===== config.mk =====
export PLATFORM = sky130hd
export DESIGN_NAME = sensor_channel_scale_threshold_monitor
export DESIGN_NICKNAME = d
export VERILOG_FILES = /design/src/design/sctm_pkg.sv /design/src/design/sensor_channel_scale_threshold_monitor.sv
export SDC_FILE = /design/constraint.sdc
export NUM_CORES = 2
export LEC_CHECK = 0
export ABC_AREA = 1
export ABC_CLOCK_PERIOD_IN_PS = 10300
export BUFFER_PORTS_ARGS = -buffer_cell sky130_fd_sc_hd__buf_2
export CORE_MARGIN = 2
export CORE_UTILIZATION = 39
export CTS_CLUSTER_DIAMETER = 100
export DETAILED_ROUTE_END_ITERATION = 8
export PLACE_DENSITY_LB_ADDON = 0.2
export SLEW_MARGIN = 20
export SYNTH_ARGS = -nofsm -noshare
export SYNTH_HDL_FRONTEND = slang
export SYNTH_SLANG_ARGS = --single-unit

===== constraint.sdc =====
create_clock -name clock -period 10.3 [get_ports clock]
set_input_delay 2.06 -clock clock [delete_from_list [all_inputs] [get_ports clock]]
set_output_delay 2.06 -clock clock [all_outputs]
set_load 0.01 [all_outputs]

===== src/design/sctm_pkg.sv =====
// Shared types and constants of the sensor channel scale and threshold monitor.
// Used by sensor_channel_scale_threshold_monitor and its testbench; depends on nothing else.
`default_nettype none

package sctm_pkg;

   // Quotient bits produced by the shift-subtract divider, one per cycle.
   localparam int unsigned DivSteps = 48;
   localparam int unsigned DivCntWidth = $clog2(DivSteps);

   typedef enum logic [2:0] {
      EVENT_READING   = 3'd0,
      EVENT_RECOVERED = 3'd1,
      EVENT_HIGH      = 3'd2,
      EVENT_LOW       = 3'd3,
      EVENT_FAULT     = 3'd4
   } event_kind_type;

   typedef enum logic [2:0] {
      REG_ENABLE    = 3'd0,
      REG_PERIOD    = 3'd1,
      REG_NUMERATOR = 3'd2,
      REG_DENOM     = 3'd3,
      REG_OFFSET    = 3'd4,
      REG_HIGH      = 3'd5,
      REG_LOW       = 3'd6,
      REG_BYPASS    = 3'd7
   } reg_index_type;

   typedef enum logic [2:0] {
      ST_IDLE,
      ST_MUL,
      ST_ABS,
      ST_DIV,
      ST_NEG,
      ST_SUM,
      ST_DECIDE,
      ST_EMIT
   } state_type;

   typedef struct packed {
      logic [31:0]        now_ms;
      logic               read_ok;
      logic signed [31:0] raw_sample;
   } req_type;

   typedef struct packed {
      event_kind_type     event_kind;
      logic signed [31:0] value;
      logic [7:0]         error_tally;
      logic [31:0]        stamp_ms;
      logic               last_of_run;
   } rsp_type;

   // Results still owed for the current item, in emission order.
   typedef struct packed {
      logic fault;
      logic rec;
      logic reading;
      logic high;
      logic low;
   } pend_type;

endpackage

`default_nettype wire


===== src/design/sensor_channel_scale_threshold_monitor.sv =====
// A scaled item goes from acceptance through one multiply, one magnitude step, 48 divider
// steps (one quotient bit per cycle), then sign, offset/saturate and alarm decision steps,
// and then emits its results one at a time, each as the result register can load.
// One item is in work at a time: no new tick is taken until its last result is loaded;
// pass-through items skip the scaling steps, fault items go straight to emission.
// Reset is synchronous: configuration returns to its defaults and all channel state clears.
`default_nettype none

module sensor_channel_scale_threshold_monitor (
   input  wire                    clock,
   input  wire                    reset,
   input  wire                    req_valid,
   output logic                   req_ready,
   input  wire sctm_pkg::req_type req_data,
   output logic                   rsp_valid,
   input  wire                    rsp_ready,
   output sctm_pkg::rsp_type      rsp_data,
   input  wire                    psel,
   input  wire                    penable,
   input  wire                    pwrite,
   input  wire  [4:0]             paddr,
   input  wire  [31:0]            pwdata,
   output logic [31:0]            prdata,
   output logic                   pready
);
   import sctm_pkg::*;

   // Configuration registers.
   logic               enable_ff;
   logic [31:0]        period_ff;
   logic signed [15:0] num_ff;
   logic [15:0]        den_ff;
   logic signed [31:0] offset_ff;
   logic signed [31:0] high_ff;
   logic signed [31:0] low_ff;
   logic               bypass_ff;

   // Channel state.
   logic [31:0] last_time_ff, last_time_in;
   logic [7:0]  err_ff, err_in;
   logic        fault_ff, fault_in;
   logic        high_act_ff, high_act_in;
   logic        low_act_ff, low_act_in;

   // Work registers.
   state_type               state_ff, state_in;
   logic [31:0]             stamp_ff, stamp_in;
   logic signed [31:0]      raw_ff, raw_in;
   logic signed [47:0]      prod_ff, prod_in;
   logic                    neg_ff, neg_in;
   logic [47:0]             quo_ff, quo_in;
   logic [15:0]             rem_ff, rem_in;
   logic [DivCntWidth-1:0]  cnt_ff, cnt_in;
   logic signed [48:0]      sq_ff, sq_in;
   logic signed [31:0]      value_ff, value_in;
   pend_type                pend_ff, pend_in;
   logic                    rsp_valid_ff, rsp_valid_in;
   rsp_type                 rsp_ff, rsp_in;

   logic          cfg_write;
   reg_index_type cfg_idx;
   logic [31:0]   elapsed;
   logic          take;
   logic          pass_through;
   logic          load;
   logic [16:0]   trial;
   logic signed [49:0] sum;
   pend_type      pick;
   pend_type      rest;

   assign pready    = 1'b1;
   assign cfg_idx   = reg_index_type'(paddr[4:2]);
   assign cfg_write = psel && penable && pwrite;

   always_comb begin
      unique case (cfg_idx)
         REG_ENABLE:    prdata = {31'd0, enable_ff};
         REG_PERIOD:    prdata = period_ff;
         REG_NUMERATOR: prdata = {16'd0, num_ff};
         REG_DENOM:     prdata = {16'd0, den_ff};
         REG_OFFSET:    prdata = offset_ff;
         REG_HIGH:      prdata = high_ff;
         REG_LOW:       prdata = low_ff;
         REG_BYPASS:    prdata = {31'd0, bypass_ff};
      endcase
   end

   assign req_ready    = (state_ff == ST_IDLE);
   assign rsp_valid    = rsp_valid_ff;
   assign rsp_data     = rsp_ff;
   assign elapsed      = req_data.now_ms - last_time_ff;
   assign take         = enable_ff && (elapsed >= period_ff);
   assign pass_through = bypass_ff || (den_ff == 16'd0);
   assign load         = !rsp_valid_ff || rsp_ready;
   assign trial        = {rem_ff, quo_ff[47]};
   assign sum          = 50'(sq_ff) + 50'(offset_ff);

   // Fixed emission order: fault, recovery, reading, high alarm, low alarm.
   always_comb begin
      pick = '0;
      priority if (pend_ff.fault) begin
         pick.fault = 1'b1;
      end else if (pend_ff.rec) begin
         pick.rec = 1'b1;
      end else if (pend_ff.reading) begin
         pick.reading = 1'b1;
      end else if (pend_ff.high) begin
         pick.high = 1'b1;
      end else if (pend_ff.low) begin
         pick.low = 1'b1;
      end else begin
         pick = '0;
      end
   end
   assign rest = pend_ff & ~pick;

   // Next state.
   always_comb begin
      state_in = state_ff;
      unique case (state_ff)
         ST_IDLE: begin
            if (req_valid && take) begin
               if (!req_data.read_ok) begin
                  state_in = ST_EMIT;
               end else if (pass_through) begin
                  state_in = ST_DECIDE;
               end else begin
                  state_in = ST_MUL;
               end
            end
         end
         ST_MUL:    state_in = ST_ABS;
         ST_ABS:    state_in = ST_DIV;
         ST_DIV: begin
            if (cnt_ff == DivCntWidth'(DivSteps - 1)) begin
               state_in = ST_NEG;
            end
         end
         ST_NEG:    state_in = ST_SUM;
         ST_SUM:    state_in = ST_DECIDE;
         ST_DECIDE: state_in = ST_EMIT;
         ST_EMIT: begin
            if (load && (rest == '0)) begin
               state_in = ST_IDLE;
            end
         end
      endcase
   end

   // Datapath and outputs.
   always_comb begin
      last_time_in = last_time_ff;
      err_in       = err_ff;
      fault_in     = fault_ff;
      high_act_in  = high_act_ff;
      low_act_in   = low_act_ff;
      stamp_in     = stamp_ff;
      raw_in       = raw_ff;
      prod_in      = prod_ff;
      neg_in       = neg_ff;
      quo_in       = quo_ff;
      rem_in       = rem_ff;
      cnt_in       = cnt_ff;
      sq_in        = sq_ff;
      value_in     = value_ff;
      pend_in      = pend_ff;
      rsp_valid_in = rsp_valid_ff && !rsp_ready;
      rsp_in       = rsp_ff;

      unique case (state_ff)
         ST_IDLE: begin
            if (req_valid && take) begin
               last_time_in = req_data.now_ms;
               stamp_in     = req_data.now_ms;
               raw_in       = req_data.raw_sample;
               value_in     = req_data.raw_sample;
               pend_in      = '0;
               if (!req_data.read_ok) begin
                  err_in        = err_ff + 8'd1;
                  fault_in      = 1'b1;
                  pend_in.fault = 1'b1;
               end
            end
         end
         ST_MUL: begin
            prod_in = raw_ff * num_ff;
         end
         ST_ABS: begin
            neg_in = prod_ff[47];
            quo_in = prod_ff[47] ? 48'(-prod_ff) : 48'(prod_ff);
            rem_in = '0;
            cnt_in = '0;
         end
         ST_DIV: begin
            // Restoring division: the dividend shifts out of quo as quotient bits shift in.
            if (trial >= {1'b0, den_ff}) begin
               rem_in = 16'(trial - {1'b0, den_ff});
               quo_in = {quo_ff[46:0], 1'b1};
            end else begin
               rem_in = trial[15:0];
               quo_in = {quo_ff[46:0], 1'b0};
            end
            cnt_in = cnt_ff + DivCntWidth'(1);
         end
         ST_NEG: begin
            sq_in = neg_ff ? -$signed({1'b0, quo_ff}) : $signed({1'b0, quo_ff});
         end
         ST_SUM: begin
            if (sum[49:31] == {19{sum[49]}}) begin
               value_in = sum[31:0];
            end else if (sum[49]) begin
               value_in = 32'sh8000_0000;
            end else begin
               value_in = 32'sh7FFF_FFFF;
            end
         end
         ST_DECIDE: begin
            pend_in.reading = 1'b1;
            if (fault_ff) begin
               pend_in.rec = 1'b1;
               fault_in    = 1'b0;
               err_in      = '0;
            end
            if (high_ff != 32'sd0) begin
               if (!high_act_ff && (value_ff >= high_ff)) begin
                  high_act_in  = 1'b1;
                  pend_in.high = 1'b1;
               end else if (high_act_ff && (value_ff < high_ff)) begin
                  high_act_in = 1'b0;
               end
            end
            if (low_ff != 32'sd0) begin
               if (!low_act_ff && (value_ff <= low_ff)) begin
                  low_act_in  = 1'b1;
                  pend_in.low = 1'b1;
               end else if (low_act_ff && (value_ff > low_ff)) begin
                  low_act_in = 1'b0;
               end
            end
         end
         ST_EMIT: begin
            if (load) begin
               rsp_valid_in        = 1'b1;
               pend_in             = rest;
               rsp_in.value        = pick.fault ? 32'sd0 : value_ff;
               rsp_in.error_tally  = pick.fault ? err_ff : 8'd0;
               rsp_in.stamp_ms     = stamp_ff;
               rsp_in.last_of_run  = (rest == '0);
               priority if (pick.fault) begin
                  rsp_in.event_kind = EVENT_FAULT;
               end else if (pick.rec) begin
                  rsp_in.event_kind = EVENT_RECOVERED;
               end else if (pick.reading) begin
                  rsp_in.event_kind = EVENT_READING;
               end else if (pick.high) begin
                  rsp_in.event_kind = EVENT_HIGH;
               end else begin
                  rsp_in.event_kind = EVENT_LOW;
               end
            end
         end
      endcase
   end

   always_ff @(posedge clock) begin
      if (reset) begin
         enable_ff    <= 1'b0;
         period_ff    <= '0;
         num_ff       <= 16'sd1;
         den_ff       <= 16'd1;
         offset_ff    <= '0;
         high_ff      <= '0;
         low_ff       <= '0;
         bypass_ff    <= 1'b0;
         last_time_ff <= '0;
         err_ff       <= '0;
         fault_ff     <= 1'b0;
         high_act_ff  <= 1'b0;
         low_act_ff   <= 1'b0;
         state_ff     <= ST_IDLE;
         cnt_ff       <= '0;
         pend_ff      <= '0;
         rsp_valid_ff <= 1'b0;
      end else begin
         if (cfg_write) begin
            unique case (cfg_idx)
               REG_ENABLE:    enable_ff <= pwdata[0];
               REG_PERIOD:    period_ff <= pwdata;
               REG_NUMERATOR: num_ff    <= pwdata[15:0];
               REG_DENOM:     den_ff    <= pwdata[15:0];
               REG_OFFSET:    offset_ff <= pwdata;
               REG_HIGH:      high_ff   <= pwdata;
               REG_LOW:       low_ff    <= pwdata;
               REG_BYPASS:    bypass_ff <= pwdata[0];
            endcase
         end
         last_time_ff <= last_time_in;
         err_ff       <= err_in;
         fault_ff     <= fault_in;
         high_act_ff  <= high_act_in;
         low_act_ff   <= low_act_in;
         state_ff     <= state_in;
         cnt_ff       <= cnt_in;
         pend_ff      <= pend_in;
         rsp_valid_ff <= rsp_valid_in;
      end
      stamp_ff <= stamp_in;
      raw_ff   <= raw_in;
      prod_ff  <= prod_in;
      neg_ff   <= neg_in;
      quo_ff   <= quo_in;
      rem_ff   <= rem_in;
      sq_ff    <= sq_in;
      value_ff <= value_in;
      rsp_ff   <= rsp_in;
   end

endmodule

`default_nettype wire


After elaboration in Yosys (flattened, before gate mapping) --
Index checks and enable logic that the tools add are counted.
Word-level totals: logic and storage cells 182, output and inout bits 111, input port bits 109, register bits 554
Operators by class: $mul 1, $add $sub $neg 7, equality and inequality tests 26, bitwise gates (word level) 2, mux-type cells 53, reductions and logical operators 51, $lt $le $gt $ge 6
Operators by type and width (count):
- $pmux W32 S8 | 1
- $mux W32 | 3
- $mux W48 | 2
- $pmux W48 S2 | 1
- $ge A32 B32 Y1 | 2
- $pmux W32 S2 | 1
- $reduce_bool A32 Y1 | 2
- $add A49 B32 Y50 | 1
- $neg A48 Y49 | 1
- $mul A32 B16 Y48 | 1
- $neg A48 Y48 | 1
- $gt A32 B32 Y1 | 1
- $le A32 B32 Y1 | 1
- $lt A32 B32 Y1 | 1
- $pmux W16 S2 | 1
- $sub A32 B32 Y32 | 1
- $eq A3 B3 Y1 const B | 8
- $mux W3 | 8
- $mux W8 | 3
- $pmux W3 S8 | 1
- $mux W1 | 22
- $reduce_and A2 Y1 | 11
- $eq A18 B18 Y1 | 1
- $ne A2 B2 Y1 const B | 9
- 30 further kinds | 62

Depth between registers and ports, before layout --
depth in word-level cells 11, gate-level depth with buffers 29, depth with buffers taken out 27

Worst setup path after synthesis --
Ideal clock, no wire load.
kind input-to-reg, start point in req_data[33] (netlist bit), end point reg value_ff[0] (enable), slack 1.620 ns, buffers on the path 1, cell stages on the path 24, data required time 9.911 ns, arrival time 8.291 ns, setup time 0.389 ns, path through inv_1 ha_1 inv_1 fa_1 a21oi_1 o21ai_1 a21oi_1 o21ai_1 a21oi_1 o21ai_1 nand2_1 a21o_1 nand2_1 ha_1 nand2_1 nor3_1 nor4b_1 nand2_1 nand2_1 nand2_1 nor2_2 clkinv_1 clkbuf_1 nand2_1
Between the ends: longest elaborated chain between the ends 6
RTL lines:
- from (decl) | line sensor_channel_scale_threshold_monitor.sv:14 | input wire sctm_pkg::req_type req_data,
- $sub A32 B32 Y32 | line sensor_channel_scale_threshold_monitor.sv:91 | assign elapsed = req_data.now_ms - last_time_ff;
- $ge A32 B32 Y1 | line sensor_channel_scale_threshold_monitor.sv:92 | assign take = enable_ff && (elapsed >= period_ff);
- $logic_and A1 B1 Y1 | line sensor_channel_scale_threshold_monitor.sv:92
- $logic_and A1 B1 Y1 | line sensor_channel_scale_threshold_monitor.sv:172 | if (req_valid && take) begin
- $ne A2 B1 Y1 (no line)
- $reduce_and A2 Y1 (no line)
- to (signal assigned) | line sensor_channel_scale_threshold_monitor.sv:314 | value_ff <= value_in;
- to (decl) | line sensor_channel_scale_threshold_monitor.sv:55 | logic signed [31:0] value_ff, value_in;
Every way passes these cells. A chain may end at the register's enable or synchronous reset.

Final worst setup path --
start point in req_data[33] (netlist bit), end point reg value_ff[22] (enable)
The elaborated chain is that of the path after synthesis.

==> reports/metrics.yaml <==
status: "finished clean"
switching_share_pct: 31.81
power_density_mw_per_mm2: 115.9
cp_max_fo: 62
routed_wl_mm: 155.8
antenna_left: 0
io_buffers: 216
syn_area_sq_mm: 0.05023
synth_area_leaders: "edfxtp_1 (20%), fa_1 (19%), nand2_1 (10%)"
grt_max_degree: 104
final_common_cell: "nand2_1"
vias_per_cell: 5.091
grt_pass1_wl_mm: 243.0
yosysWarnings: 0
grt_pass1_vias: 42050
reg2reg_depth: 23
r2r_start: "num_ff[8]"
cts_tree: "yes"
finClkSkew_ns: 0.04915
netlist_instances: 6320
hold_depth: 0
clockRootBuffer: "clkbuf_16"
cts.path.max_buffers: 3
critPathLaunchType: "input pin"
power.switching_mw: 2.026
seq_area_frac_synth_pct: 28.74
wl_per_cell_microns: 19.16
whs_ns: 0.4045
ys_ff_latch: 554
cp_slowest_cell: "nand2_1"
setup_viol: 0
hold_class: "reg2reg"
pwr-share-comb_pct: 21.6
die_h_microns: 362.9
fin_cells: 8130
core_sq_mm: 0.1277
power.share.sequential_pct: 42.8
p_clk_share_pct: 35.6
tightestPinTransition_ns: 1.058
gp_congestion: 0.9545
fmax_mhz: 139.1
met1_usage_pct: 31.49
grt_util_all_layers_pct: 23.84
die_x_microns: 362.9
final_hold_viol_count: 0
rows: 131
grt_setup_unrepaired: "false"
cap_viol_max_count: 0
met3_usage_pct: 2.490
netlist.area_leader.share_pct: 19.97
drt-pass1-iter-count: 7
postCtsHoldBufs: 0
power.total_mw: 6.370
clk-insertion-delay-late_ns: 0.67
fin_nets: 7315
tns_ns: 0
critical_path_class: "in2reg"
power.internal_mw: 4.344
overflow: 0
post-cts-setup-buffers: 0
layout-drive-gt1-share_pct: 6.674
ir_worst_vdd_uv: 128.9
worst_ep_arrival_time_ns: 7.49
synth_nets: 7229
hold_path_end: "rsp_data[7]"
rrSetupSlack_ns: 3.15
relSlewSlack_pct: 29.50
cp_common_cell: "nand2_1"
drv_slew: 0
synth_enable_flop_cells: 334
cp.required_ns: 10.60
antenna_found_initial: 20
cts_resized: 0
synth_flop_cell: "edfxtp_1"
synthArstFlopShare_pct: 0
cts_sinks: 554
avgSynthCellArea_sq_um: 7.947
initial_core_util_pct: 39.34
top_usage_layer: "met2"
cp-end-kind: "register"
synthToLayoutAreaGrowth_pct: 9.446
hpwl_mm: 123.7
initialDrtViolationCount: 3135
r2r_end: "prod_ff[46]"
fillCellCount: 12998
vias: 41391
drc: 0
slowest_delay_ns: 0.63
post-route-period-util_pct: 69.79
dp_cells: 8005
min_from: "stamp_ff[6]"
pin_count: 220
cts_buffers: 60
met2_usage_pct: 40.85
fin_crit_ns: 7.188
clk_pin_slew_ns: 0.06
final_cell_mix: "nand2_1 (1365), inv_1 (1328), fa_1 (489)"
yosysUniqueCellTypes: 60
htreeDepth: 2
die_area_sq_mm: 0.1317
yosysTopAreaCell: "edfxtp_1"
p_leak_nw: 26.19
worst max path at each step:
stage                            start      endpoint  slack (ns)  depth (start not counted)
after floorplan           req_data[33]   value_ff[0]        1.62                         24
after global routing      req_data[33]  value_ff[22]        2.57                         26
after CTS                 req_data[33]  value_ff[22]        3.06                         26
after global placement    req_data[35]  value_ff[30]        2.49                         24
after detailed placement  req_data[33]  value_ff[28]        2.38                         26
final                     req_data[33]  value_ff[22]        3.11                         26
cell families (layout without fill, tap and decap cells):
logic type,count (synthesis),count (layout),synth area share [%]
AO/OA/AOI/OAI,973,973,10.62
XOR/XNOR,209,209,3.644
adder cells (fa/ha/maj),800,800,27.24
buffers and inverters,1599,1737,12.05
flip-flops,554,554,28.74
other,1,11,0.007466
AND/OR/NAND/NOR,2184,2184,17.71
area by class of cell:
class	count	area, sq um	area share, %
Tap cell	1662	2079	3.783
Timing Repair Buffer	264	1461	2.658
Clock buffer	83	1723	3.134
Multi-Input combinational cell	4167	29790	54.20
Antenna cell	10	25.02	0.04552
Inverter	1359	5104	9.284
Sequential cell	554	14440	26.26
Clock inverter	31	351.6	0.6396
synth_stat cells, types with 7 or more instances:
cell type and n:
o21a_1 7, o21bai_1 13, o22ai_1 15, inv_2 22, a21o_1 10, o211ai_1 11
fa_1 489, ha_1 311, dfxtp_1 220, o21ai_1 14, nand4_1 30, nand2_1 1366
xnor2_1 79, a31oi_1 33, o21ai_0 393, clkbuf_1 225, xor2_1 130, clkinv_1 7
inv_1 1330, nor4_1 59, nand3_1 150, a21oi_1 388, buf_4 7, edfxtp_1 334
nor3_1 55, nor2_1 467, or2_2 13, nor3_2 8, o2111ai_1 17, a221oi_1 24
a211oi_1 14
sequential cells by signal, summed over array words and instances (netlist names), 6 cells and up:
| register | count |
|---|---|
| cnt_ff | 6 |
| den_ff | 16 |
| err_ff | 8 |
| high_ff | 32 |
| last_time_ff | 32 |
| low_ff | 32 |
| num_ff | 16 |
| offset_ff | 32 |
| period_ff | 32 |
| prod_ff | 48 |
| quo_ff | 48 |
| raw_ff | 32 |
| rem_ff | 16 |
| rsp_data | 76 |
| sq_ff | 49 |
| stamp_ff | 32 |
| value_ff | 32 |
critical path: cells and delay by family:
kind,cells,cell delay (ns)
simple gates,10,2.14
compound gates,7,1.37
buf+inv,6,1.04
fa+ha+maj,3,0.86
through the flow:
step | util, % | cell area [sq um] | setup slack (ns)
3_3_place_gp | 41.39 | 52850 | 2.486
3_5_place_dp | 41.39 | 52850 | 2.377
2_1_floorplan | - | 50230 | 1.620
5_1_grt | 43.03 | 54950 | 2.571
6_report | 43.05 | 54970 | 3.112
4_1_cts | 43.01 | 54920 | 3.056
layer usage:
layer | part of all wire, % | wire length [microns]
met2 | 47 | 73780
met5 | 0.035 | 55
met3 | 5.8 | 8979
met4 | 3.4 | 5353
met1 | 43 | 67620
power groups by stage:
stage | Sequential, mW | Combinational, mW | Clock (mW)
floorplan | 2.72 | 0.991 | 0
global placement | 2.77 | 1.37 | 0
detailed placement | 2.77 | 1.38 | 0
CTS | 2.72 | 1.39 | 2.31
global route | 2.74 | 1.57 | 2.39
finish | 2.73 | 1.38 | 2.27
No activity file was read; power rests on OpenSTA's default activity.
